<file path="config.mk">
export PLATFORM = sky130hd
export DESIGN_NAME = twcw_ctrl
export DESIGN_NICKNAME = d
export VERILOG_FILES = /design/src/twcw_pkg.sv /design/src/twcw_ctrl.sv
export SDC_FILE = /design/constraint.sdc
export NUM_CORES = 1
export LEC_CHECK = 0
export BUFFER_PORTS_ARGS = -buffer_cell sky130_fd_sc_hd__buf_2
export CELL_PAD_IN_SITES_DETAIL_PLACEMENT = 1
export CELL_PAD_IN_SITES_GLOBAL_PLACEMENT = 2
export CORE_MARGIN = 8
export CORE_UTILIZATION = 25
export CTS_CLUSTER_DIAMETER = 80
export CTS_CLUSTER_SIZE = 10
export DETAILED_ROUTE_END_ITERATION = 10
export GPL_ROUTABILITY_DRIVEN = 0
export GPL_TIMING_DRIVEN = 0
export PLACE_DENSITY = 0.74
export SYNTH_ARGS = -nofsm -noshare
export SYNTH_HDL_FRONTEND = slang
export SYNTH_SLANG_ARGS = --single-unit
</file>
<file path="constraint.sdc">
create_clock -name clk -period 1.87 [get_ports clk]
set_input_delay 0.187 -clock clk [delete_from_list [all_inputs] [get_ports clk]]
set_output_delay 0.187 -clock clk [all_outputs]
set_load 0.02 [all_outputs]
</file>
<file path="src/twcw_pkg.sv">
`default_nettype none

package twcw_pkg;

  localparam int TWCW_SCREEN_CELLS = 4096;

  localparam int CFG_IDX_W  = 4;
  localparam int CFG_DATA_W = 8;

  typedef enum logic [CFG_IDX_W-1:0] {
    CFG_SCREEN_WIDTH   = 4'd0,
    CFG_WINDOW_LEFT    = 4'd1,
    CFG_WINDOW_TOP     = 4'd2,
    CFG_WINDOW_COLUMNS = 4'd3,
    CFG_WINDOW_ROWS    = 4'd4,
    CFG_TEXT_COLOUR    = 4'd5,
    CFG_CURSOR_FOLLOW  = 4'd6,
    CFG_CURSOR_HIDDEN  = 4'd7
  } cfg_reg_t;

  localparam logic [7:0] CH_BS    = 8'd8;
  localparam logic [7:0] CH_LF    = 8'd10;
  localparam logic [7:0] CH_CR    = 8'd13;
  localparam logic [7:0] CH_SPACE = 8'h20;

  localparam logic [7:0] MAX_COLS = 8'd128;
  localparam logic [6:0] MAX_ROWS = 7'd64;

  localparam logic [7:0] RST_SCREEN_WIDTH   = 8'd80;
  localparam logic [6:0] RST_WINDOW_LEFT    = 7'd0;
  localparam logic [5:0] RST_WINDOW_TOP     = 6'd0;
  localparam logic [7:0] RST_WINDOW_COLUMNS = 8'd80;
  localparam logic [6:0] RST_WINDOW_ROWS    = 7'd50;
  localparam logic [7:0] RST_TEXT_COLOUR    = 8'd7;

  typedef struct packed {
    logic        func;
    logic [7:0]  char_code;
    logic [11:0] read_address;
  } in_word_t;

  typedef struct packed {
    logic [15:0] read_data;
    logic [15:0] cursor_offset;
    logic        cursor_write;
  } out_word_t;

  typedef struct packed {
    logic clear_step;
    logic accept;
    logic prep;
    logic put_write;
    logic sc_read;
    logic sc_write;
    logic sc_fill;
    logic load_put;
    logic load_read;
  } dp_cmd_t;

  typedef struct packed {
    logic clr_last;
    logic do_scroll;
    logic rows_one;
    logic sc_last_col;
    logic sc_moved_done;
    logic out_free;
  } dp_sts_t;

endpackage

`default_nettype wire

</file>
<file path="src/twcw_ctrl.sv">
`default_nettype none

module twcw_ctrl import twcw_pkg::*; (
  input  wire logic    clk,
  input  wire logic    rst,
  input  wire logic    in_valid,
  input  wire logic    in_func,
  input  wire dp_sts_t sts,
  output dp_cmd_t      cmd,
  output logic         in_ready
);

  typedef enum logic [8:0] {
    ST_CLEAR   = 9'b000000001,
    ST_IDLE    = 9'b000000010,
    ST_PREP    = 9'b000000100,
    ST_WRITE   = 9'b000001000,
    ST_SC_RD   = 9'b000010000,
    ST_SC_WR   = 9'b000100000,
    ST_SC_FILL = 9'b001000000,
    ST_FIN     = 9'b010000000,
    ST_RDOUT   = 9'b100000000
  } state_t;

  state_t state, state_next;

  always_ff @(posedge clk) begin
    if (rst) begin
      state <= ST_CLEAR;
    end else begin
      state <= state_next;
    end
  end

  assign in_ready = (state == ST_IDLE);

  always_comb begin
    state_next = state;
    cmd        = '0;
    unique case (state)
      ST_CLEAR: begin
        cmd.clear_step = 1'b1;
        if (sts.clr_last) state_next = ST_IDLE;
      end
      ST_IDLE: begin
        if (in_valid) begin
          cmd.accept = 1'b1;
          state_next = in_func ? ST_RDOUT : ST_PREP;
        end
      end
      ST_PREP: begin
        cmd.prep   = 1'b1;
        state_next = ST_WRITE;
      end
      ST_WRITE: begin
        cmd.put_write = 1'b1;
        if (sts.do_scroll) begin
          state_next = sts.rows_one ? ST_SC_FILL : ST_SC_RD;
        end else if (sts.out_free) begin
          cmd.load_put = 1'b1;
          state_next   = ST_IDLE;
        end else begin
          state_next = ST_FIN;
        end
      end
      ST_SC_RD: begin
        cmd.sc_read = 1'b1;
        state_next  = ST_SC_WR;
      end
      ST_SC_WR: begin
        cmd.sc_write = 1'b1;
        if (sts.sc_last_col && sts.sc_moved_done) begin
          state_next = ST_SC_FILL;
        end else begin
          state_next = ST_SC_RD;
        end
      end
      ST_SC_FILL: begin
        cmd.sc_fill = 1'b1;
        if (sts.sc_last_col) state_next = ST_FIN;
      end
      ST_FIN: begin
        if (sts.out_free) begin
          cmd.load_put = 1'b1;
          state_next   = ST_IDLE;
        end
      end
      ST_RDOUT: begin
        if (sts.out_free) begin
          cmd.load_read = 1'b1;
          state_next    = ST_IDLE;
        end
      end
      default: begin
        state_next = ST_CLEAR;
      end
    endcase
  end

`ifndef ASSERT_OFF
  a_load_when_free: assert property (@(posedge clk) disable iff (rst)
    (cmd.load_put || cmd.load_read) |-> sts.out_free)
    else $error("result loaded while output word still held");

  a_scroll_pairs: assert property (@(posedge clk) disable iff (rst)
    (state == ST_SC_WR) |-> ($past(state) == ST_SC_RD))
    else $error("scroll write without a preceding read");

  a_one_access: assert property (@(posedge clk) disable iff (rst)
    $onehot0({cmd.clear_step, cmd.accept, cmd.prep, cmd.put_write,
              cmd.sc_read, cmd.sc_write, cmd.sc_fill}))
    else $error("more than one datapath command at once");
`endif

endmodule

`default_nettype wire

</file>
==> Yosys cells after proc, flatten, opt, wreduce, memory -nomap -nowiden <==
Cells that the tools add are included.
{ "classes": {"order_cmp": 0, "n_mul": 0, "n_eq_ne": 13, "n_bitwise": 0, "n_div": 0, "n_addsub": 0, "reduce_logical": 3, "shifts": 0, "muxes": 22} }
{ "op_table": {"columns": ["cell", "n"], "rows": [
  ["case mux 9 bit (8 select lines)", 1],
  ["two-way mux 9 bit", 6],
  ["two-way mux 7 bit", 2],
  ["two-way mux 1 bit", 11],
  ["== test 9 x 1 -> 1 bit, second input constant", 1],
  ["== test 9 x 2 -> 1 bit, second input constant", 1],
  ["== test 9 x 3 -> 1 bit, second input constant", 1],
  ["== test 9 x 4 -> 1 bit, second input constant", 1],
  ["== test 9 x 5 -> 1 bit, second input constant", 1],
  ["== test 9 x 6 -> 1 bit, second input constant", 1],
  ["== test 9 x 7 -> 1 bit, second input constant", 1],
  ["== test 9 x 8 -> 1 bit, second input constant", 1],
  ["== test 9 bit, second input constant", 1],
  ["two-way mux 8 bit", 1],
  ["!= test 2 bit, second input constant", 3],
  ["AND reduction 4 bit", 1],
  ["!= test 2 x 1 -> 1 bit, second input constant", 1],
  ["case mux 1 bit (2 select lines)", 1],
  ["OR reduction 2 bit", 1],
  ["logical AND 1 bit", 1]
]} }
{ "word_totals": {"latchBits": 0, "ramBits": 0, "output_inout_bits": 10, "romBits": 0, "inputBits": 10, "mem_count": 0, "word_cells": 39, "register_bits": 9} }

==> Logic depth before layout (Yosys ltp) <==
Gate-level depths: netlist of run 1.
{ "logic_depth": {"depth_word": 4, "ltp_mapped": 7, "depth_no_buf": 5} }

==> Worst setup path after synthesis of run 1 <==
OpenSTA, ideal clock, no wires.
{ "synth_timing": {"path_kind": "flip-flop to flip-flop", "startpoint": "reg state[4]", "endpoint": "reg state[4]", "stages_incl_launch_ff": 7, "setup_ns": 0.065, "required_ns": 1.805, "slack_ns": -0.376, "period_less_slack_ns": 2.246, "t_arrival_ns": 2.182, "n_path_buf": 1, "cell_sequence": "dfxtp_1 -> or4_1 -> buf_2 -> nor4_1 -> nand2_1 -> a2bb2oi_1 -> nor2_1"} }
{ "synth_between": {"elab_chain_len": 4, "word_cells_on_any_way": 16, "classes_between": "eq/ne: 13; mux: 1; reduce/logical: 2"} }
{ "synth_lines": {"columns": ["element", "line_no", "source"], "rows": [
  ["start, declared", "twcw_ctrl.sv:25", "state_t state, state_next;"],
  ["start signal, assigned", "twcw_ctrl.sv:31", "state <= state_next;"],
  ["== test 9 bit or == test 9 x 8 -> 1 bit (tied branches)", "twcw_ctrl.sv:40", "unique case (state)"],
  ["OR reduction 2 bit (no source line)", null, null],
  ["!= test 2 x 1 -> 1 bit (no source line)", null, null],
  ["AND reduction 4 bit (no source line)", null, null]
]} }
Parallel ways exist; a longest one is shown, timed or not.
A chain may end at the register's enable or synchronous reset.

==> reports/results.txt, run 1 <==
The overall fraction of global-route tracks in use is 11.0%. Once layout is complete, the utilization of the core stands at 44.7%. The clock drives 9 sinks. The tools report the cell chosen for the clock root as sky130_fd_sc_hd__clkbuf_4.

The mux share of post-synthesis cell area was 2.91%. Summing the areas of all compound-gate instances in the mapped netlist gives 15.5% of the synthesized area. At the worst endpoint, the required time is 1.68 ns. The pre-CTS setup slack is -0.220 ns, and the count of maximum capacitance violations is 0. Ranked by total cell area, the synthesized netlist is headed by sky130_fd_sc_hd__dfxtp_1, sky130_fd_sc_hd__nor2_1, sky130_fd_sc_hd__nand2b_1, sky130_fd_sc_hd__nor3_1, sky130_fd_sc_hd__mux2i_1.

The synthesized netlist devotes 0% of its cell area to adder and majority cells. Summing over every cut layer, the via total after detailed routing is 775. In the routed layout, each cell is associated on average with a via count of 5.13.

The die is 68.5 µm tall. Leaving out fill and tap cells, the most frequent cells in the layout are sky130_fd_sc_hd__buf_6, sky130_fd_sc_hd__buf_4, sky130_fd_sc_hd__nor2_1. Summed over all cells, the static leakage comes to 0.473 nW. The final period demand of the worst path was 2.05 ns.

The number of flip-flops under the largest register name works out to 9. The tightest min-delay check is of the primary input to flop type. The critical path depth in cells came out at 4.

Averaged over all synthesized cells, the footprint is 7.91 µm². Setup violations remaining at the end of the flow were counted as 11. Counting the buffers created by CTS gives 3.

The count of placed standard cells in the final layout, fillers left out was 151. The run finished, with violations left. The placed wire-length estimate is 1640 µm, and the initial detailed-routing violation count is 21. Clock latency on the worst-skew pair, taken at its later pin, is 0.26 ns. STA classifies the critical path endpoint as a primary output.

Synthesis produced a netlist with a net count of 97. The pin count of the biggest net entering global routing was 9. Summing the areas of all xor and xnor instances in the mapped netlist gives 5.09% of the synthesized area. Top flip-flop cell by instance count after synthesis: sky130_fd_sc_hd__dfxtp_1. Counting flops with a built-in enable in the synthesized netlist gives 0. Full die area: 4690 µm². The number of cells on the worst hold path was 2; the post-route worst hold slack was 0.0848 ns.

The critical path goes through or3_4 > or4_4 > nor3b_4 > buf_6. The number of I/O pins was 20. The tools report the post-synthesis cell area as 688 µm². The library cell used most frequently in the layout, excluding fill and tap cells, is sky130_fd_sc_hd__buf_6. The checks that failed: setup timing.

The tools report the via count of the first global-routing pass as 837. The worst setup path is launched from a flop. The first-pass iteration count of the detailed router came out at 4. More flip-flops sit in one register than any other, and that register is state. On the final layout, the worst clock skew is 0.00466 ns. Cell taking the most area after synthesis: sky130_fd_sc_hd__dfxtp_1. The filler cells instantiated in the layout total 311. In the final layout, the registers with the most flip-flops are state x9.

The net count of the finished layout is 131. The async set-reset flop share out of synthesis works out to 0%. The run gives 0 as the number of inserted diodes. The post-route netlist has 59.2% of its cells at a drive strength greater than 1. Summed over its instances, the top area cell type makes up 26.2% of the synthesized netlist area. Sequential cells were found to cover 26.2% of the synthesized design area. The highest clock frequency the design can meet is 0.488 GHz, and the actual slew at the worst max-slew pin is 0.437 ns. The setup slack of the critical path after layout was -0.181 ns; the number of instances in the placed design was 136.

Family of cells with the greatest summed delay on the critical path: simple AND/OR/NAND/NOR gates. TritonCTS built the clock tree. Horizontal extent of the die: 68.5 µm.

The run gives 0 as the count of endpoints failing hold in the final timing report. After technology mapping, the gate count stands at 87. The run gives 2 as the maximum buffer depth of the clock tree. The average routed wire per standard cell is 15.7 µm.

Relative to the synthesized area, the layout overhead comes to 74.4%. Input and output buffers added on the ports amount to 18. Measured against its own limit, the worst slew margin works out to 70.8%. The synthesized design contains 9 register bits. For the number of pins exceeding their max-slew limit in the final report, the log shows 0. The floorplan has 19 rows. The power per standard cell area is 1040 nW/µm². For the first-pass GRT wire length, the log shows 3910 µm. The placeable core region is 2690 µm², and the combined flip-flop and latch cell area is 200 µm². The initial antenna violation count was 0. The run gives 0.476 mV as the maximum vdd ir drop. For the worst setup path, the data arrival time is 1.86 ns.

Critical path's largest stage delay: 0.47 ns. Setup repair after global routing could not meet its margin everywhere. Summing the areas of all and, or, nand and nor instances in the mapped netlist gives 44.5% of the synthesized area.

The total routed wirelength was 2370 µm. The initial utilization of the core area, before any placement, comes to 25.6%. The clock transition at the register clock pins on the worst setup and hold paths after CTS works out to 0.06 ns.

The worst-path maximum fanout came out at 2. Count of synthesis-stage warnings from yosys: 0. The area used by multi-input combinational logic was 623 µm².

For this run, design rule violations remaining after detail routing come to 0. The worst register-to-register path has a depth of 7. The fraction of the cycle the final worst path needs works out to 110%. The critical path is of the flop to primary output type. The run gives 0.00125 W as the sum of internal, switching and leakage power. The highest-delay cell along the critical path was sky130_fd_sc_hd__or4_4. The total buffers and inverters traversed by the critical path was 1; the post-route antenna net violation count was 0. The count of H-tree levels built during CTS was 1; the residual overflow from global routing was 0. Yosys mapped the design onto 39 distinct sky130hd cell types. The dominant combinational cell family by area after synthesis is simple AND/OR/NAND/NOR gates.
## cells by family after synthesis
family | count (synthesis)
buf+inv | 8
xor+xnor | 4
simple gates | 50
compound gates | 14
mux | 2
flops | 9
## metal layers
layer	routed length, µm	global-route usage [%]	vias to the layer above	part of all wire, %
met1	1060	12.8	375	45
met4	30	4.60	0	1.3
met3	52	2.29	4	2.2
met2	1230	18.8	11	52
li1	-	-	385	-
met5	0	0	-	0
## stage by stage
step                      instance area, µm²  setup TNS (ns)
final                                   1200           -1.13
after global routing                    1200           -2.23
after CTS                               1130           -2.12
after detailed placement                 833           -1.14
after global placement                   833          -0.859
after floorplan                          704          -0.525
## power by group
group | internal [W] | switching (W)
Clock | 0.0000824 | 0.0000709
Combinational | 0.000435 | 0.000387
Sequential | 0.000221 | 0.0000572
## synthesized netlist by cell type, types with 2 or more instances
master and instances:
sky130_fd_sc_hd__nand2b_1 5, sky130_fd_sc_hd__or2_2 2, sky130_fd_sc_hd__a211o_1 2, sky130_fd_sc_hd__nand3_1 2, sky130_fd_sc_hd__clkbuf_1 2, sky130_fd_sc_hd__and2_1 3, sky130_fd_sc_hd__mux2i_1 2, sky130_fd_sc_hd__and3_1 2
sky130_fd_sc_hd__xnor2_1 2, sky130_fd_sc_hd__xor2_1 2, sky130_fd_sc_hd__nand2_1 4, sky130_fd_sc_hd__buf_2 2, sky130_fd_sc_hd__nor2_1 10, sky130_fd_sc_hd__dfxtp_1 9, sky130_fd_sc_hd__or3_1 2, sky130_fd_sc_hd__nor4_1 2
sky130_fd_sc_hd__or3b_2 2, sky130_fd_sc_hd__a21oi_1 2, sky130_fd_sc_hd__or4_1 2, sky130_fd_sc_hd__inv_1 2, sky130_fd_sc_hd__nand4b_1 2, sky130_fd_sc_hd__nor4b_1 2, sky130_fd_sc_hd__nor3b_1 2, sky130_fd_sc_hd__nor3_1 5
## final timing paths
path              startpoint  slack [ns]        to
setup / recovery    state[2]       -0.18    cmd[3]
hold reg to reg     state[1]        0.59  state[1]
hold / removal       in_func        0.08  state[2]
setup reg to reg    state[2]       -0.08  state[6]
## repair_timing
action	CTS	global route
resized for setup	54	13
hold buffers	0	0
setup endpoints to repair	17	18
pin swaps	15	10
hold endpoints to repair	0	0
setup buffers	10	6
## worst reg2reg max path: cells and delay by family, from the launching register on
kind	cells	cell delay (ns)
flops	1	0.34
buf+inv	2	0.23
simple gates	4	1.17
compound gates	1	0.12
## area by class of cell
cell class | instances | share of cell area [%]
clock buffers | 4 | 2.19
well taps | 31 | 3.23
inverters | 2 | 0.626
flip-flops and latches | 9 | 16.7
multi-input cells | 70 | 51.9
plain buffers | 1 | 0.313
repair buffers | 34 | 25.0
Power figures use the tool's default switching activity.
==> run 2, diff against run 1 <==
PLACE_DENSITY = not set   (was 0.74)
PLACE_DENSITY_LB_ADDON = 0.1   (was not set)
==> run 2 against run 1 <==
Effect of this change:
- the flow still finishes with violations (setup timing)
- sequential share of layout area is 0.089 points higher
- fmax is 2.0% lower
- critical path type unchanged
- clock skew fell by 0.0027 ns
==> reports/results.txt, run 2 (synthesis results as in run 1) <==
The initial antenna violation count was 0 (unchanged); the highest clock frequency the design can meet was 0.478 GHz (-2.0%). The endpoint identified for the worst register-to-register timing path is state[1]. TritonCTS built the clock tree.

The flop-to-flop setup slack is -0.04 ns (+0.04 ns). STA classifies the critical path startpoint as a flop. Setup-violating endpoint count in the final report: 12 (+1). The count of input and output buffers came out at 18 (unchanged). The run finished, with violations left. The residual overflow from global routing is 0 (unchanged).

The library cells used most frequently in the layout, excluding fill and tap cells, are sky130_fd_sc_hd__buf_4, sky130_fd_sc_hd__nor2_1, sky130_fd_sc_hd__buf_6. Via count of the first global-routing pass: 787 (-6.0%). The worst setup path is captured at a primary output. The post-route antenna net violation count was 0 (unchanged). The cell sitting at the root of the clock tree is a sky130_fd_sc_hd__clkbuf_4. The cell area after placement is 833 µm² (unchanged). The largest registers in the layout are state x9. Number of inserted diodes: 0 (unchanged). The final clock skew was 0.00201 ns (-0.00265 ns); the data arrival time at the worst-slack endpoint was 1.91 ns (+0.05 ns). The tools report the maximum vdd ir drop as 0.663 mV (+39%). The cell count of the worst reg-to-reg path is 6 (-1).

The TritonCTS buffer count is 3 (unchanged), and the average routed wire per standard cell is 16.6 µm (+5.6%). Relative to the synthesized area, the layout overhead comes to 70.2%. Setup repair after global routing could not meet its margin everywhere.

The first-pass iteration count of the detailed router is 2 (-2). The post-route cell area is 1170 µm² (-2.4%), and the actual slew at the worst max-slew pin is 0.481 ns (+0.0440 ns). The startpoint identified for the worst hold timing path is in_func.

The logs give 2500 µm (+5.6%) for the total routed wirelength and 87 µm (+67%) for the amount of wire on met3 after detailed routing. The fraction of the cycle the final worst path needs is 112% (+2.3 points). Type of the worst setup path: flop to primary output. For the number of vias in the routed layout, the log shows 784 (+1.2%). The wire length on met1 is 1220 µm (+16%), and the worst slew margin relative to its limit is 67.9% (-2.9 points). For the effective utilization at floorplan, the log shows 25.6% (unchanged). The tools report the cell leakage power as 0.482 nW (+2.0%).

The logs give 131 (unchanged) for the layout net count and 2690 µm² (unchanged) for the placeable core region. The number of placement rows is 19 (unchanged). The logs give 0 (unchanged) for the count of endpoints failing hold in the final timing report and 318 (+2.3%) for the number of filler instances in the final layout.

The clock sink count was 9 (unchanged); the full die area was 4690 µm² (unchanged). The tools report the number of pins exceeding their max-slew limit in the final report as 0 (unchanged). The pin count of the biggest net entering global routing was 9 (unchanged); the total length of routed met2 wires was 1160 µm (-5.3%). The path with the worst hold slack has its endpoint at state[2]. Leaving out fill and tap cells, the most frequent cell in the layout is sky130_fd_sc_hd__buf_4.

Overall fraction of global-route tracks in use: 11.0% (+0.030 points). The mean number of vias per cell was 5.19 (+1.2%); the combined flip-flop and latch cell area was 196 µm² (-1.9%). The first-pass GRT wire length is 3840 µm (-1.8%). Top layer reached by signal wires: met4.

The worst register-to-register path begins at state[5]. The number of buffers inserted for hold repair after clock tree synthesis is 0 (unchanged), and the final period demand of the worst path is 2.09 ns (+0.0429 ns). Proportion of layout cells with a drive suffix above 1: 57.5% (-1.7 points). Ranked by flip-flop count, first place goes to state.

In this run the worst hold path is classified as primary input to flop. The power per standard cell area is 1040 nW/µm² (-0.42%), and the setup slack of the critical path after layout is -0.224 ns (-0.0429 ns). The data required time at the worst endpoint is 1.68 ns (about the same), and the count of H-tree levels built during CTS is 1 (unchanged). The horizontal extent of the die works out to 68.5 µm (unchanged). Placed wire-length estimate: 1690 µm (+2.7%).

The clock transition at the register clock pins on the worst setup and hold paths after CTS is 0.06 ns (about the same), and the initial detailed-routing violation count is 10 (-52%). The tools report the number of I/O pins as 20 (unchanged). The count of maximum capacitance violations is 0 (unchanged), and the number of cells on the worst hold path is 2 (unchanged). The latest clock arrival within the worst-skew pair is 0.26 ns (about the same), and the die height is 68.5 µm (unchanged). The pre-CTS setup slack is -0.231 ns (-0.0107 ns), and the worst-path maximum fanout is 5 (+3). The maximum buffer depth of the clock tree came out at 2 (unchanged). The checks that failed: setup timing. The number of flip-flops under the largest register name was 9 (unchanged); the detailed-route DRC error count was 0 (unchanged). The area used by multi-input combinational logic is 617 µm² (-1.0%).
## run 2: cell types whose count changed in the layout (fill, tap and decap cells not counted), moves of 2 or more
| cell | delta |
|---|---|
| sky130_fd_sc_hd__buf_6 | -5 |
| sky130_fd_sc_hd__nor3b_2 | +2 |
| sky130_fd_sc_hd__and3_1 | +2 |
| sky130_fd_sc_hd__buf_4 | +5 |
| sky130_fd_sc_hd__and3_4 | -2 |
## run 2: final cells by class
| cell class | count | area share (%) |
|---|---|---|
| multi-input combinational | 70 | 52.7 |
| timing repair buffer | 34 | 24.0 |
| sequential | 9 | 16.8 |
| tap | 31 | 3.31 |
| clock buffer | 4 | 2.24 |
| inverter | 2 | 0.641 |
| buffer | 1 | 0.321 |
## run 2: where the power goes
group	switching (W)	total [W]	internal, W	leakage [nW]
sequential	0.0000581	0.000278	0.000220	0.0775
combinational	0.000381	0.000791	0.000410	0.390
clock	0.0000673	0.000150	0.0000822	0.0150
total	0.000506	0.00122	0.000711	0.482
## run 2: worst max-delay path by stage
stage,startpoint,slack [ns],cells after the start,end
floorplan,state[4],-0.14,6,state[1]
global placement,state[7],-0.23,7,state[1]
detailed placement,state[7],-0.23,7,state[8]
CTS,state[8],-0.30,6,cmd[4]
global route,state[2],-0.27,4,cmd[4]
finish,state[2],-0.22,4,cmd[3]
## run 2: what timing repair did
action                                 CTS  global route
buffers inserted                        10             7
setup endpoints to repair               17            17
pin swaps                                9            12
endpoints found under the hold margin    0             0
gates cloned                             0             0
resized for setup                       36            22
## run 2: layer usage
layer	up-vias	GRT usage, %
li1	383	-
met1	385	14.6
met2	12	16.6
met3	4	2.45
met4	0	4.60
met5	-	0
## run 2: critical path, stage by stage, from the launching register on
cell	delay, ns
sky130_fd_sc_hd__dfxtp_4	0.35
sky130_fd_sc_hd__or3_4	0.38
sky130_fd_sc_hd__or4_4	0.52
sky130_fd_sc_hd__nor3b_4	0.25
sky130_fd_sc_hd__buf_6	0.15
## run 2: per-stage QoR
step	setup TNS (ns)	hold slack (ns)	cells	total power [W]	util, %
2_1_floorplan	-0.525	0.264	87	0.000636	-
3_3_place_gp	-1.22	0.364	136	0.000760	31.0
3_5_place_dp	-1.28	0.368	136	0.000766	31.0
4_1_cts	-2.21	0.0841	148	0.00116	39.7
5_1_grt	-2.03	0.0935	151	0.00129	43.6
6_report	-1.15	0.0938	151	0.00122	43.6
==> run 3, diff against run 2 <==
CORE_ASPECT_RATIO = 0.9   (was not set)
==> run 3 against run 2 <==
Effect of this change:
- the run still ends with setup timing left
- combinational power increased by 10%
- core utilization up 3.3 points
- worst setup slack lost 0.065 ns
- final cell count rose by 2.0%
- sequential share of layout area decreased by 0.74 points
- fmax is 3.0% lower
- sequential cell count stayed put
- register-to-register slack worse by 0.11 ns
- global-route usage barely moved
- critical path depth unchanged
- via count is 1.5% lower
==> reports/results.txt, run 3 (synthesis results as in run 1) <==
The initial detailed-routing violation count was 29 (+19); the worst slew margin relative to its limit was 65.3% (-2.6 points). The clock sink count is 9 (unchanged). The placed wire-length estimate came out at 1680 µm (-0.47%). The final period demand of the worst path was 2.16 ns (+0.0652 ns). The die height is 65.8 µm (-3.9%).

The mean number of vias per cell came out at 5.01 (-3.4%). Met1 capacity usage during global routing: 14.4% (-0.15 points). For the count of H-tree levels built during CTS, the log shows 1 (unchanged). Setup repair after global routing could not meet its margin everywhere. The pin count of the biggest net entering global routing was 10 (+1). The met2 track demand over resource in global routing was 16.7% (+0.12 points).

The fraction of the cycle the final worst path needs is 115% (+3.5 points), and the met3 global-route usage is 2.12% (-0.33 points). The final reports fail on setup timing. STA classifies the critical path startpoint as a flop.

Register with the most flip-flops: state. The run gives 4690 µm² (about the same) as the full die area. The tools report the first-pass GRT wire length as 4020 µm (+4.7%). Leaving out fill and tap cells, the most frequent cell in the layout is sky130_fd_sc_hd__buf_6.

The TritonCTS buffer count was 3 (unchanged); the post-route cell area was 1260 µm² (+7.3%). Maximum buffer depth of the clock tree: 2 (unchanged). The data required time at the worst endpoint came out at 1.68 ns (about the same). The setup slack of the critical path after layout was -0.289 ns (-0.0652 ns).

The library cells used most frequently in the layout, excluding fill and tap cells, are sky130_fd_sc_hd__buf_6, sky130_fd_sc_hd__buf_4, sky130_fd_sc_hd__nor2_1. The sum of internal, switching and leakage power is 0.00130 W (+7.0%), and the number of pins exceeding their max-slew limit in the final report is 0 (unchanged). The residual overflow from global routing was 0 (unchanged). The detailed-route DRC error count was 0 (unchanged).

The number of inserted diodes was 0 (unchanged); the final core utilization was 46.9% (+3.3 points). In the final layout, the registers with the most flip-flops are state x9. TritonCTS built the clock tree. Most utilized layer in the global route result: met2. The number of I/O pins is 20 (unchanged), and the effective utilization at floorplan is 25.7% (+0.060 points). The via count of the first global-routing pass is 848 (+7.8%), and the total routed wirelength is 2520 µm (+0.68%). For the number of buffers inserted for hold repair after clock tree synthesis, the log shows 0 (unchanged). The data arrival time at the worst-slack endpoint came out at 1.97 ns (+0.06 ns). The cell leakage power was 0.502 nW (+4.2%). Post-route antenna net violation count: 0 (unchanged). For the count of endpoints failing hold in the final timing report, the log shows 0 (unchanged). The worst hold path belongs to the class primary input to flop.

The number of vias in the routed layout came out at 772 (-1.5%). Count of input and output buffers: 18 (unchanged). The flow ran to the end, but the final reports show violations.

The overall fraction of global-route tracks in use is 11.0% (about the same), and the worst-path maximum fanout is 2 (-3). Final clock skew: 0.00588 ns (+0.00387 ns). The tools report the pre-CTS setup slack as -0.251 ns (-0.0202 ns). The tools report the number of placement rows as 18 (-1). The highest clock frequency the design can meet was 0.463 GHz (-3.0%). The type of destination of the critical path was a primary output.

For the first-pass iteration count of the detailed router, the log shows 4 (+2). The area added between synthesis and finish is 82.5%, and the number of filler instances in the final layout is 310 (-2.5%). The run gives 0 (unchanged) as the initial antenna violation count. For the placeable core region, the log shows 2680 µm² (-0.23%). The number of flip-flops under the largest register name is 9 (unchanged). The cell area after placement came out at 832 µm² (-0.15%).

The horizontal extent of the die works out to 71.3 µm (+4.1%). The average routed wire per standard cell is 16.4 µm (-1.3%), and the setup TNS is -1.75 ns (-0.595 ns). The tree is rooted in a sky130_fd_sc_hd__clkbuf_4.

For the maximum vdd ir drop, the log shows 0.399 mV (-40%). For the count of maximum capacitance violations, the log shows 0 (unchanged). For the latest clock arrival within the worst-skew pair, the log shows 0.26 ns (about the same). The layout net count was 135 (+3.1%).

Actual slew at the worst max-slew pin: 0.521 ns (+0.0393 ns). The proportion of layout cells with a drive suffix above 1 is 62.1% (+4.6 points). The type of the worst setup path is flop to primary output. The setup-violating endpoint count in the final report is 12 (unchanged), and the power per standard cell area is 1040 nW/µm² (-0.20%). The clock transition at the register clock pins on the worst setup and hold paths after CTS was 0.07 ns (about the same).
==> run 3: per-stage QoR <==
stage               hold WS (ns)  instances
finish                    0.0843        154
detailed placement         0.367        135
CTS                       0.0772        146
global route              0.0855        154
global placement           0.364        135
floorplan                  0.264         87
==> run 3: area by class of cell <==
| type | count | area [µm²] | share of cell area (%) |
|---|---|---|---|
| Multi-Input combinational cell | 70 | 633 | 50.4 |
| Inverter | 2 | 7.51 | 0.598 |
| Clock buffer | 4 | 26.3 | 2.09 |
| Tap cell | 30 | 37.5 | 2.99 |
| Timing Repair Buffer | 37 | 327 | 26.0 |
| Buffer | 2 | 23.8 | 1.89 |
| Sequential cell | 9 | 201 | 16.0 |
==> run 3: worst paths after layout <==
kind / startpoint / endpoint / slack [ns] / cells past startpoint
max: state[2] / cmd[4] / -0.29 / 4
min: in_func / state[2] / 0.08 / 2
max reg2reg: state[2] / state[6] / -0.15 / 6
min reg2reg: state[8] / state[8] / 0.60 / 2
==> run 3: routing by layer <==
layer | share of wire, % | vias to the layer above
li1 | - | 390
met1 | 49 | 365
met2 | 46 | 15
met3 | 3.8 | 2
met4 | 0.67 | 0
met5 | 0 | -
==> run 3: power by group <==
group          internal [W]  switching, W
clock             0.0000824     0.0000729
sequential         0.000217     0.0000590
combinational      0.000473      0.000399
==> run 3: timing repair <==
item | 4_1_cts | 5_1_grt
endpoints found under the setup margin | 17 | 17
pin swaps | 13 | 13
resized for setup | 51 | 20
buffers inserted | 10 | 10
==> run 3: worst max-delay path, stage by stage (launching register included) <==
cell and delay (ns):
sky130_fd_sc_hd__dfxtp_4 0.34, sky130_fd_sc_hd__or3_4 0.40, sky130_fd_sc_hd__or4_4 0.59, sky130_fd_sc_hd__nor3b_4 0.24, sky130_fd_sc_hd__buf_6 0.15
